--- src/rtl/tlwc_pkg.sv ---
// Shared types, constants and the byte classifier for the text line/word counter.
package tlwc_pkg;

  localparam int DEF_COUNT_BITS  = 48;
  localparam int DEF_COLUMN_BITS = 32;
  localparam int DEF_TAB_STOP    = 8;

  localparam int OUT_COUNT_BITS  = 48;
  localparam int OUT_COLUMN_BITS = 32;
  localparam int DATA_BITS       = 8;
  localparam int RESULT_BITS     = 2 * OUT_COUNT_BITS + OUT_COLUMN_BITS;

  localparam int QUEUE_DEPTH     = 4;
  localparam int QUEUE_PTR_BITS  = $clog2(QUEUE_DEPTH);

  localparam logic [7:0] CHAR_TAB   = 8'h09;
  localparam logic [7:0] CHAR_NL    = 8'h0A;
  localparam logic [7:0] CHAR_VT    = 8'h0B;
  localparam logic [7:0] CHAR_FF    = 8'h0C;
  localparam logic [7:0] CHAR_CR    = 8'h0D;
  localparam logic [7:0] CHAR_SPACE = 8'h20;
  localparam logic [7:0] CHAR_TILDE = 8'h7E;

  typedef struct packed {
    logic eos;
    logic newline;
    logic line_end;
    logic tab;
    logic printable;
    logic space;
  } item_t;

  function automatic item_t classify(input logic eos, input logic [7:0] b);
    item_t it;
    it.eos       = eos;
    it.newline   = !eos && (b == CHAR_NL);
    it.line_end  = !eos && ((b == CHAR_NL) || (b == CHAR_CR) || (b == CHAR_FF));
    it.tab       = !eos && (b == CHAR_TAB);
    it.printable = !eos && (b >= CHAR_SPACE) && (b <= CHAR_TILDE);
    it.space     = (b == CHAR_SPACE) || (b == CHAR_TAB) || (b == CHAR_NL) ||
                   (b == CHAR_VT) || (b == CHAR_FF) || (b == CHAR_CR);
    return it;
  endfunction

endpackage

--- src/rtl/tlwc_front.sv ---
// Input side: accepts byte transactions and classifies them for the queue.
module tlwc_front (
  input  logic                        s_axis_tvalid,
  output logic                        s_axis_tready,
  input  logic [tlwc_pkg::DATA_BITS-1:0] s_axis_tdata,
  input  logic                        s_axis_tuser,
  input  logic                        queue_full,
  output logic                        push,
  output tlwc_pkg::item_t             push_item
);
  import tlwc_pkg::*;

  assign s_axis_tready = !queue_full;
  assign push          = s_axis_tvalid && !queue_full;
  assign push_item     = classify(s_axis_tuser, s_axis_tdata);

endmodule

--- src/rtl/tlwc_queue.sv ---
// Short queue of classified items between the front and back parts.
module tlwc_queue (
  input  logic            clk,
  input  logic            rst,
  input  logic            push,
  input  tlwc_pkg::item_t push_item,
  output logic            full,
  input  logic            pop,
  output logic            head_valid,
  output tlwc_pkg::item_t head_item
);
  import tlwc_pkg::*;

  item_t                   mem [QUEUE_DEPTH];
  logic [QUEUE_PTR_BITS-1:0] wr_ptr;
  logic [QUEUE_PTR_BITS-1:0] rd_ptr;
  logic [QUEUE_PTR_BITS:0]   count;

  assign full       = (count == (QUEUE_PTR_BITS+1)'(QUEUE_DEPTH));
  assign head_valid = (count != '0);
  assign head_item  = mem[rd_ptr];

  always_ff @(posedge clk) begin
    if (push) begin
      mem[wr_ptr] <= push_item;
    end
  end

  always_ff @(posedge clk) begin
    if (rst) begin
      wr_ptr <= '0;
      rd_ptr <= '0;
      count  <= '0;
    end else begin
      if (push) begin
        wr_ptr <= wr_ptr + 1'b1;
      end
      if (pop) begin
        rd_ptr <= rd_ptr + 1'b1;
      end
      if (push && !pop) begin
        count <= count + 1'b1;
      end else if (pop && !push) begin
        count <= count - 1'b1;
      end
    end
  end

  a_count_bound: assert property (@(posedge clk) disable iff (rst)
    count <= (QUEUE_PTR_BITS+1)'(QUEUE_DEPTH))
    else $error("queue count beyond depth");

  a_pop_nonempty: assert property (@(posedge clk) disable iff (rst)
    pop |-> head_valid)
    else $error("pop from empty queue");

endmodule

--- src/rtl/tlwc_back.sv ---
// Execution side: counters, column tracking and the result register.
module tlwc_back #(
  parameter int COUNT_BITS  = tlwc_pkg::DEF_COUNT_BITS,
  parameter int COLUMN_BITS = tlwc_pkg::DEF_COLUMN_BITS,
  parameter int TAB_STOP    = tlwc_pkg::DEF_TAB_STOP
) (
  input  logic                          clk,
  input  logic                          rst,
  input  logic                          cfg_we,
  input  logic                          cfg_wdata,
  input  logic                          head_valid,
  input  tlwc_pkg::item_t               head_item,
  output logic                          pop,
  output logic                          m_axis_tvalid,
  input  logic                          m_axis_tready,
  output logic [tlwc_pkg::RESULT_BITS-1:0] m_axis_tdata
);
  import tlwc_pkg::*;

  localparam int PHASE_BITS = (TAB_STOP > 1) ? $clog2(TAB_STOP) : 1;
  localparam logic [COUNT_BITS-1:0]  CNT_MAX    = '1;
  localparam logic [COLUMN_BITS-1:0] COL_MAX    = '1;
  localparam logic [PHASE_BITS-1:0]  PHASE_LAST = PHASE_BITS'(TAB_STOP - 1);
  localparam logic [PHASE_BITS:0]    STOP       = (PHASE_BITS+1)'(TAB_STOP);
  localparam logic [63:0] OUT_CNT_MAX = 64'((65'd1 << OUT_COUNT_BITS) - 65'd1);
  localparam logic [63:0] OUT_COL_MAX = 64'((65'd1 << OUT_COLUMN_BITS) - 65'd1);

  logic                   width_mode;
  logic [COUNT_BITS-1:0]  line_cnt, line_cnt_next;
  logic [COUNT_BITS-1:0]  word_cnt, word_cnt_next;
  logic [COLUMN_BITS-1:0] column, column_next;
  logic [COLUMN_BITS-1:0] widest, widest_next;
  logic [PHASE_BITS-1:0]  phase, phase_next;
  logic                   in_word, in_word_next;

  logic [COLUMN_BITS-1:0] widest_fold;
  logic [PHASE_BITS:0]    tab_step;
  logic [COLUMN_BITS:0]   tab_sum;
  logic [63:0]            line_wide, word_wide, widest_wide;
  logic [RESULT_BITS-1:0] result;

  assign pop         = head_valid && (!head_item.eos || !m_axis_tvalid || m_axis_tready);
  assign widest_fold = (column > widest) ? column : widest;
  assign tab_step    = STOP - {1'b0, phase};
  assign tab_sum     = {1'b0, column} + (COLUMN_BITS+1)'(tab_step);

  assign line_wide   = 64'(line_cnt);
  assign word_wide   = 64'(word_cnt);
  assign widest_wide = 64'(widest_fold);
  assign result = {
    (widest_wide > OUT_COL_MAX) ? OUT_COL_MAX[OUT_COLUMN_BITS-1:0]
                                : widest_wide[OUT_COLUMN_BITS-1:0],
    (word_wide > OUT_CNT_MAX) ? OUT_CNT_MAX[OUT_COUNT_BITS-1:0]
                              : word_wide[OUT_COUNT_BITS-1:0],
    (line_wide > OUT_CNT_MAX) ? OUT_CNT_MAX[OUT_COUNT_BITS-1:0]
                              : line_wide[OUT_COUNT_BITS-1:0]
  };

  always_comb begin
    line_cnt_next = line_cnt;
    word_cnt_next = word_cnt;
    column_next   = column;
    widest_next   = widest;
    phase_next    = phase;
    in_word_next  = in_word;
    if (pop) begin
      if (head_item.eos) begin
        line_cnt_next = '0;
        word_cnt_next = '0;
        column_next   = '0;
        widest_next   = '0;
        phase_next    = '0;
        in_word_next  = 1'b0;
      end else begin
        if (head_item.newline && (line_cnt != CNT_MAX)) begin
          line_cnt_next = line_cnt + 1'b1;
        end
        if (!head_item.space && !in_word && (word_cnt != CNT_MAX)) begin
          word_cnt_next = word_cnt + 1'b1;
        end
        in_word_next = !head_item.space;
        if (width_mode) begin
          if (head_item.line_end) begin
            widest_next = widest_fold;
            column_next = '0;
            phase_next  = '0;
          end else if (head_item.tab) begin
            column_next = tab_sum[COLUMN_BITS] ? COL_MAX : tab_sum[COLUMN_BITS-1:0];
            phase_next  = '0;
          end else if (head_item.printable) begin
            if (column != COL_MAX) begin
              column_next = column + 1'b1;
            end
            phase_next = (phase == PHASE_LAST) ? '0 : phase + 1'b1;
          end
        end
      end
    end
  end

  always_ff @(posedge clk) begin
    if (rst) begin
      width_mode    <= 1'b0;
      line_cnt      <= '0;
      word_cnt      <= '0;
      column        <= '0;
      widest        <= '0;
      phase         <= '0;
      in_word       <= 1'b0;
      m_axis_tvalid <= 1'b0;
    end else begin
      if (cfg_we) begin
        width_mode <= cfg_wdata;
      end
      line_cnt <= line_cnt_next;
      word_cnt <= word_cnt_next;
      column   <= column_next;
      widest   <= widest_next;
      phase    <= phase_next;
      in_word  <= in_word_next;
      if (pop && head_item.eos) begin
        m_axis_tvalid <= 1'b1;
      end else if (m_axis_tready) begin
        m_axis_tvalid <= 1'b0;
      end
    end
  end

  always_ff @(posedge clk) begin
    if (pop && head_item.eos) begin
      m_axis_tdata <= result;
    end
  end

  a_eos_clears: assert property (@(posedge clk) disable iff (rst)
    (pop && head_item.eos) |=> (line_cnt == '0) && (word_cnt == '0) &&
                               (column == '0) && m_axis_tvalid)
    else $error("end of stream did not clear counters or raise result");

endmodule

--- src/rtl/text_line_word_counter_core.sv ---
// Top level of the text line/word counter: front, queue and back parts.
//
//  channel  | dir | tdata                                   | tuser
//  s_axis   | in  | [7:0] data_byte                         | func (1 = end of stream)
//  m_axis   | out | [47:0] line, [95:48] word, [127:96] max | -
//  cfg      | in  | cfg_wdata = width_mode, written on cfg_we | -
//
//  One byte transaction per cycle while s_axis_tready is high; each item is
//  written into a 4-entry queue when taken and popped by the back part from its head,
//  and an end-of-stream item raises m_axis_tvalid at the edge on which it is popped.
//  A waiting result holds the next end-of-stream item at the queue head; the
//  queue fills behind it (four entries) and then s_axis_tready drops.
//  rst is synchronous and clears counters, queue and width_mode.
module text_line_word_counter_core #(
  parameter int COUNT_BITS  = tlwc_pkg::DEF_COUNT_BITS,
  parameter int COLUMN_BITS = tlwc_pkg::DEF_COLUMN_BITS,
  parameter int TAB_STOP    = tlwc_pkg::DEF_TAB_STOP
) (
  input  logic                             clk,
  input  logic                             rst,
  input  logic                             cfg_we,
  input  logic                             cfg_wdata,
  input  logic                             s_axis_tvalid,
  output logic                             s_axis_tready,
  input  logic [tlwc_pkg::DATA_BITS-1:0]   s_axis_tdata,  // data_byte
  input  logic                             s_axis_tuser,  // func
  output logic                             m_axis_tvalid,
  input  logic                             m_axis_tready,
  output logic [tlwc_pkg::RESULT_BITS-1:0] m_axis_tdata   // line_total, word_total, longest_line
);
  import tlwc_pkg::*;

  logic  push;
  item_t push_item;
  logic  queue_full;
  logic  pop;
  logic  head_valid;
  item_t head_item;

  tlwc_front u_front (
    .s_axis_tvalid (s_axis_tvalid),
    .s_axis_tready (s_axis_tready),
    .s_axis_tdata  (s_axis_tdata),
    .s_axis_tuser  (s_axis_tuser),
    .queue_full    (queue_full),
    .push          (push),
    .push_item     (push_item)
  );

  tlwc_queue u_queue (
    .clk        (clk),
    .rst        (rst),
    .push       (push),
    .push_item  (push_item),
    .full       (queue_full),
    .pop        (pop),
    .head_valid (head_valid),
    .head_item  (head_item)
  );

  tlwc_back #(
    .COUNT_BITS  (COUNT_BITS),
    .COLUMN_BITS (COLUMN_BITS),
    .TAB_STOP    (TAB_STOP)
  ) u_back (
    .clk           (clk),
    .rst           (rst),
    .cfg_we        (cfg_we),
    .cfg_wdata     (cfg_wdata),
    .head_valid    (head_valid),
    .head_item     (head_item),
    .pop           (pop),
    .m_axis_tvalid (m_axis_tvalid),
    .m_axis_tready (m_axis_tready),
    .m_axis_tdata  (m_axis_tdata)
  );

endmodule
--- config.mk ---
export PLATFORM = sky130hd
export DESIGN_NAME = text_line_word_counter_core
export DESIGN_NICKNAME = d
export VERILOG_FILES = /design/src/rtl/tlwc_pkg.sv /design/src/rtl/tlwc_front.sv /design/src/rtl/tlwc_queue.sv /design/src/rtl/tlwc_back.sv /design/src/rtl/text_line_word_counter_core.sv
export SDC_FILE = /design/constraint.sdc
export NUM_CORES = 1
export LEC_CHECK = 0
export BUFFER_PORTS_ARGS = -buffer_cell sky130_fd_sc_hd__buf_2
export CAP_MARGIN = 10
export CORE_MARGIN = 1
export CORE_UTILIZATION = 45
export CTS_CLUSTER_SIZE = 10
export DETAILED_ROUTE_END_ITERATION = 8
export PLACE_DENSITY = 0.77
export SETUP_SLACK_MARGIN = 0.3
export SLEW_MARGIN = 20
export SYNTH_ARGS = -nofsm -noshare
export SYNTH_HDL_FRONTEND = slang
export SYNTH_SLANG_ARGS = --single-unit
--- constraint.sdc ---
create_clock -name clk -period 5.2 [get_ports clk]
set_input_delay 0 -clock clk [delete_from_list [all_inputs] [get_ports clk]]
set_output_delay 0 -clock clk [all_outputs]
set_load 0.01 [all_outputs]
==> results of run 1 <==
==> power by group through the flow <==
stage | Clock (uW) | Sequential, uW | Combinational (uW)
floorplan | 0 | 3570 | 1430
global placement | 0 | 3460 | 2280
detailed placement | 0 | 3470 | 2330
CTS | 2490 | 3430 | 2360
global route | 2590 | 3460 | 2550
finish | 2430 | 3420 | 2350
==> stage by stage <==
stage	util (%)	worst slack, ns
5_1_grt	51.79	1.151
3_3_place_gp	47.96	1.451
2_1_floorplan	-	0.5462
3_5_place_dp	47.96	1.380
4_1_cts	51.74	1.363
6_report	51.79	1.342
==> registers in the layout (all words and copies together), names as in the netlist, 2 cells and up, named ones only <==
name and cells:
u_back.column 32, u_back.word_cnt 48, u_back.widest 32, u_queue.mem 24, u_back.m_axis_tdata 128, u_queue.wr_ptr 2, u_queue.count 3, u_back.line_cnt 48
u_queue.rd_ptr 2, u_back.phase 3
==> layout make-up <==
| class | instances | area share [%] |
|---|---|---|
| Sequential cell | 327 | 46.46 |
| Multi-Input combinational cell | 985 | 36.93 |
| Clock buffer | 65 | 6.297 |
| Timing Repair Buffer | 170 | 5.526 |
| Tap cell | 448 | 3.228 |
| Inverter | 60 | 1.318 |
| Clock inverter | 4 | 0.2450 |
==> worst max-delay path, cell delays in order (launching register included) <==
cell	delay [ns]
dfxtp_1	0.57
mux4_2	0.73
a21oi_4	0.26
inv_2	0.08
or3_1	0.41
o21a_1	0.57
or4_4	0.67
or3_1	0.32
a21oi_1	0.16
==> placed cells by master, fill, tap and decap left out, types with 7 or more instances in the layout <==
cell | netlist | layout
edfxtp_1 | 152 | 152
or3_1 | 20 | 20
or4_1 | 8 | 8
and2_1 | 9 | 9
and4_1 | 10 | 10
mux2_2 | 26 | 26
dfxtp_1 | 175 | 175
ha_1 | 47 | 47
nand4_1 | 59 | 59
nor4_1 | 28 | 27
a211oi_1 | 7 | 7
nor3_1 | 35 | 34
nand2_1 | 89 | 89
buf_4 | 1 | 11
and3_1 | 21 | 21
a22o_1 | 37 | 37
o31ai_1 | 7 | 7
xnor2_1 | 78 | 78
xor2_1 | 19 | 19
a21oi_1 | 78 | 78
clkbuf_16 | 0 | 39
nor2_1 | 162 | 162
dlygate4sd3_1 | 0 | 13
o21ai_0 | 79 | 79
inv_1 | 59 | 58
buf_2 | 1 | 144
clkbuf_1 | 166 | 24
nand3_1 | 48 | 48
==> routing by layer <==
layer	part of all wire, %	GRT usage [%]	vias up
met3	6.7	3.573	66
met2	48	31.46	399
met1	43	25.24	5494
li1	-	-	5577
met5	0	0	-
met4	2.0	6.337	0
==> cell families (layout without fill, tap and decap cells) <==
| kind of cell | Yosys count | in the layout | share of synthesized area, % |
|---|---|---|---|
| and+or+nand+nor | 526 | 526 | 17.22 |
| DFF | 327 | 327 | 52.57 |
| AOI/OAI and AO/OA | 275 | 275 | 11.54 |
| buffers and inverters | 236 | 299 | 5.862 |
| xor gates and xnor gates | 97 | 97 | 5.536 |
| adders and majority gates | 49 | 49 | 4.093 |
| muxes | 38 | 38 | 3.180 |
==> worst max-delay path by stage <==
stage,from,endpoint,slack (ns),cells after the start
finish,register,u_back.word_cnt[45],1.34,8
global route,register,u_back.word_cnt[45],1.15,8
CTS,register,u_back.word_cnt[45],1.36,8
detailed placement,register,u_back.word_cnt[45],1.38,8
global placement,register,u_back.word_cnt[45],1.45,8
floorplan,register,u_back.widest[10],0.55,9
==> impl_results.md, run 1 <==
* Post-CTS Setup Inserts at 0
* Number of diodes at 0
* Fin cells at 2059
* IO buf count at 144
* Max cap viols at 0
* Endpoints failing hold at 0
* HPWL after detailed placement at 22870 um
* Syn Nets at 1612
* Yosys top cell area share at 29.74%
* Sequential share of power at 41.7%
* Filler Cell Count at roughly 3000
* Final WL at around 34000 um
* Footprint of the multi-input gates at 0.006414 mm2
* Final ANT Viol Nets at 0
* Static Leakage at 0.006184 uW
* Cell area after synthesis at around 0.015 mm2
* GPL Wtd Cong at ~0.95
* # hold bufs at CTS at 13
* NetSw at 2804 uW
* Leading area contributor after synthesis: edfxtp_1
* Post-cts resize count at 0
* Gr usage total at 19.08%
* Syn_area_per_cell at 9.913 um2
* PwrDens at 472.0 mW/mm2
* Worst hold start: s_axis_tdata[6]
* Outcome: finished, final reports clean
* Setup CP Type: reg2reg
* DRC viols at 0
* WP data required at between 5 and 6 ns
* Fin Clk Skew at between 0.015 and 0.02 ns
* Worst skew pair latency at 0.53 ns
* P_int at 5392 uW
* GRT Residual Overflow at 0
* Pre-Repair DR Iteration Count at 5
* Iteration-0 DRC Markers at approximately 1000
* RSZ-0062 raised after global routing: no
* Vias at 11540
* Clk root buf: clkbuf_16
* Placed cell area at 0.01608 mm2
* # rows at 67
* Critical Path End Type: register
* Critical path fanouts, max at 31
* Core Box Area at 0.03353 mm2
* Die area at 0.03484 mm2
* Largest net degree at the start of global routing at 94
* Clock power share at 29.7%
* Reg area at 0.008068 mm2
* Routed WL per cell at 16.48 um
* Total power at between 8000 and 9000 uW
* Sink Count at 327
* Cells after synthesis at 1548
* Post-synth top flop: dfxtp_1
* Logic pwr share at 28.6%
* Crit share post-route at 74.20%
* Post-Place Cells at about 2000
* Die W at around 190 um
* R2R cell count at 8
* First-pass GRT wire length at 54880 um
* Yosys warns at 0
* H-tree Lvls at 2
* Share of cells above drive strength 1 at 16.14%
* CTS Buf Count at 39
* Nets at 1647
* Fmax at 0.2592 GHz
* Distinct cell type count of the synthesized netlist at 72
* Reg clk slew, reported paths at approximately 0.06 ns
* Area Overhead vs Synth at 13.17%
* Yosys reg bits at 327
* Slew headroom at between 30% and 40%
* Die Y at ~190 um
* Fin area at 0.01737 mm2
* Count leader, synth: dfxtp_1
* CP Data Arrival Time at 4.29 ns
* Ports at roughly 150
* CTS tree: yes
* Worst ir drop on vdd at 418.1 uV
* Switching Fraction at 34.21%
* Final setup viols at 0
* TNS Setup at 0 ns
* Slew Limit Fails at 0
* Share of synthesized registers carrying an async set or reset at 0%
* Vias in the first global route at 10870
* Slew @ Worst Pin at 1.024 ns
* R2r setup slk at 1.34 ns
* Top post-synthesis cells by area: edfxtp_1 30%, dfxtp_1 23%, xnor2_1 4.5%
* Starting Density at a little under half
* Initial antenna violation count at 0
* Hold WC Path Type: in2reg
* CP startpoint kind: register
* Hold Path Depth at 3
* Post-synth EDFFs at roughly 150
* Max clock buf depth at 3
* Top cells by count, synth: 175 x dfxtp_1, 166 x clkbuf_1, 162 x nor2_1
* Seq/Total Area, Yosys at 52.57%
* Vias/cell at about 5.6
* Minimum clock period at between 3 and 4 ns
* Hold Crit Endpoint: u_queue.mem[2][0]
* Reg-to-Reg End: u_back.word_cnt[45]
* Final hold slack at 0.01366 ns
(Power assumes the default switching activity.)
==> inputs of run 2 (changes only) <==
==> constraint.sdc (replaced) <==
create_clock -name clk -period 3.1 [get_ports clk]
set_input_delay 0 -clock clk [delete_from_list [all_inputs] [get_ports clk]]
set_output_delay 0 -clock clk [all_outputs]
set_load 0.01 [all_outputs]
==> run 2 against run 1 <==
  * Utilization up 2.8 points
  * Non-clock buffer count rose by 65
  * Critical path depth is the same
  * Combinational power grew 120%
  * First-iteration DRC count rose by 16%
  * Routed wire length is 5.8% higher
  * Setup slack got worse by 1.0 ns
  * Register-to-register slack worse by 1.0 ns
  * Design area is 5.3% higher
  * Die area unchanged
  * Sequential share of layout area down 2.3 points
  * Largest cell class unchanged
==> impl_results.md, run 2 (synthesized netlist as in run 1, its figures left out) <==
* Max cap viols at 0 (unchanged)
* Worst ir drop on vdd at 623.3 uV (was 418.1 uV)
* Vias/cell at 5.633 (was 5.603)
* Number of diodes at 0 (unchanged)
* Starting Density at 45.76% (unchanged)
* Fin Clk Skew at 0.02717 ns (was 0.01583 ns)
* Slew headroom at 53.25% (was 31.73%)
* GPL Wtd Cong at 0.9170 (was 0.9508)
* Slew @ Worst Pin at 0.7013 ns (was 1.024 ns)
* Outcome: finished, final reports clean (unchanged)
* CP Data Arrival Time at 3.22 ns (was 4.29 ns)
* Die W at 186.7 um (unchanged)
* Area Overhead vs Synth at 19.20% (was 13.17%)
* Critical Path End Type: register (unchanged)
* CTS Buf Count at 40 (was 39)
* Die area at 0.03484 mm2 (unchanged)
* Sequential share of power at 37.3% (was 41.7%)
* NetSw at 5081 uW (was 2804 uW)
* Static Leakage at 0.006668 uW (was 0.006184 uW)
* Largest register FFs at 128 (unchanged)
* P_int at 10020 uW (was 5392 uW)
* Routed WL per cell at 16.90 um (was 16.48 um)
* Finished Core Util at 54.55% (was 51.79%)
* DRC viols at 0 (unchanged)
* Post-Place Cells at 2032 (was 1976)
* Reg clk slew, reported paths at 0.06 ns (about the same)
* First-pass GRT wire length at 56740 um (was 54880 um)
* RSZ-0062 raised after global routing: yes (was no)
* # rows at 67 (unchanged)
* Largest net degree at the start of global routing at 92 (was 94)
* Share of cells above drive strength 1 at 21.84% (was 16.14%)
* Switching Fraction at 33.65% (was 34.21%)
* Minimum clock period at 2.768 ns (was 3.858 ns)
* HPWL after detailed placement at 24300 um (was 22870 um)
* Vias in the first global route at 11250 (was 10870)
* PwrDens at 825.4 mW/mm2 (was 472.0 mW/mm2)
* Largest registers: u_back.m_axis_tdata x128, u_back.line_cnt x48, u_back.word_cnt x48 (unchanged)
* GRT Residual Overflow at 0 (unchanged)
* WP data required at 3.55 ns (was 5.63 ns)
* Slew Limit Fails at 0 (unchanged)
* Critical path cell sequence: mux4_2 -> a21oi_4 -> inv_2 -> or3_4 -> o21a_4 -> or4_4 -> or3_1 -> a21oi_1 (was mux4_2 -> a21oi_4 -> inv_2 -> or3_1 -> o21a_1 -> or4_4 -> or3_1 -> a21oi_1)
* Iteration-0 DRC Markers at 1163 (was 1001)
* Crit share post-route at 89.29% (was 74.20%)
* CTS tree: yes (unchanged)
* Commonest non-fill, non-tap cell in the layout: dfxtp_1 (unchanged)
* IO buf count at 144 (unchanged)
* Vias at 11970 (was 11540)
* Die Y at 186.7 um (unchanged)
* Final setup viols at 0 (unchanged)
* Nets at 1713 (was 1647)
* Fmax at 0.3613 GHz (was 0.2592 GHz)
* Ports at 145 (unchanged)
* Final WL at 35900 um (was 33940 um)
* Endpoints failing hold at 0 (unchanged)
* Clk root buf: clkbuf_16 (unchanged)
* Core Box Area at 0.03353 mm2 (unchanged)
* Max clock buf depth at 3 (unchanged)
* Final ANT Viol Nets at 0 (unchanged)
* Largest stage delay, worst path at 0.57 ns (was 0.73 ns)
* Gr usage total at 19.68% (was 19.08%)
* Setup CP Type: reg2reg (unchanged)
* Critical path fanouts, max at 5 (was 31)
* H-tree Lvls at 2 (unchanged)
* Hold WC Path Type: in2reg (unchanged)
* Fin cells at 2124 (was 2059)
* Commonest cells after routing, fill and taps aside: 169 x dfxtp_1, 162 x nor2_1, 152 x edfxtp_1, 145 x buf_2, 88 x nand2_1 (was 175 x dfxtp_1, 162 x nor2_1, 152 x edfxtp_1, 144 x buf_2, 89 x nand2_1)
* Sink Count at 327 (unchanged)
* Clock power share at 29.2% (was 29.7%)
* Largest Register: u_back.m_axis_tdata (unchanged)
* CP max-delay cell: mux4_2 (unchanged)
* Pre-Repair DR Iteration Count at 6 (was 5)
* R2r setup slk at 0.33 ns (was 1.34 ns)
* CP startpoint kind: register (unchanged)
* Initial antenna violation count at 0 (unchanged)
* Logic pwr share at 33.5% (was 28.6%)
* Worst skew pair latency at 0.53 ns (about the same)
-- run 2: final cells by class --
type / instances / area (um2)
clock buffer: 65 / 1177
clock inverter: 4 / 81.33
fill: 2867 / 15240
inverter: 60 / 229.0
multi-input combinational: 985 / 6620
sequential: 327 / 8075
tap: 448 / 560.5
timing repair buffer: 235 / 1549
-- run 2: final timing paths --
| check | to | cells past startpoint | from |
|---|---|---|---|
| max | u_back.word_cnt[41] | 8 | register |
| min | u_queue.mem[0][1] | 3 | s_axis_tdata[6] |
| max reg2reg | u_back.word_cnt[41] | 8 | register |
| min reg2reg | u_back.m_axis_tdata[27] | 0 | u_back.line_cnt[27] |
-- run 2: power by group through the flow --
stage | Sequential, uW | Clock (uW) | Combinational, uW
2_1_floorplan | 6000 | 0 | 2480
3_3_place_gp | 5700 | 0 | 4440
3_5_place_dp | 5710 | 0 | 4540
4_1_cts | 5640 | 4490 | 4620
5_1_grt | 5700 | 4660 | 5410
6_report | 5630 | 4410 | 5060
-- run 2: timing repair --
item | 4_1_cts | 5_1_grt
setup endpoints to repair | 39 | 108
gates resized for setup | 10 | 38
cloned | 0 | 2
pin swaps | 2 | 12
buffers inserted | 1 | 9
hold buffers | 11 | 0
endpoints found under the hold margin | 36 | 0
-- run 2: through the flow --
stage / worst slack (ns) / cell area (um2) / hold WS (ns) / TNS (ns) / total power, uW
after global routing: 0.2261 / 18290 / 0.02670 / 0 / 15780
after CTS: 0.2645 / 18020 / 0.005705 / 0 / 14750
final: 0.3321 / 18290 / 0.002552 / 0 / 15100
after floorplan: -1.253 / 15410 / 0.09887 / -123.93 / 8473
after global placement: 0.03247 / 16610 / 0.2847 / 0 / 10130
after detailed placement: 0.04548 / 16610 / 0.2934 / 0 / 10250
-- run 2: critical path: cells and delay by family (launching register included) --
family | cells | cell delay [ns]
flip-flops | 1 | 0.34
AND/OR/NAND/NOR | 3 | 1.22
buffers and inverters | 1 | 0.05
AO/OA/AOI/OAI | 3 | 0.54
multiplexers | 1 | 0.57
-- run 2: metal layers --
metal	part of all wire [%]	track usage, %	up-vias
met5	0	0	-
met4	2.2	6.683	0
met3	6.6	2.539	71
met2	47	32.13	471
met1	44	26.97	5707
li1	-	-	5716
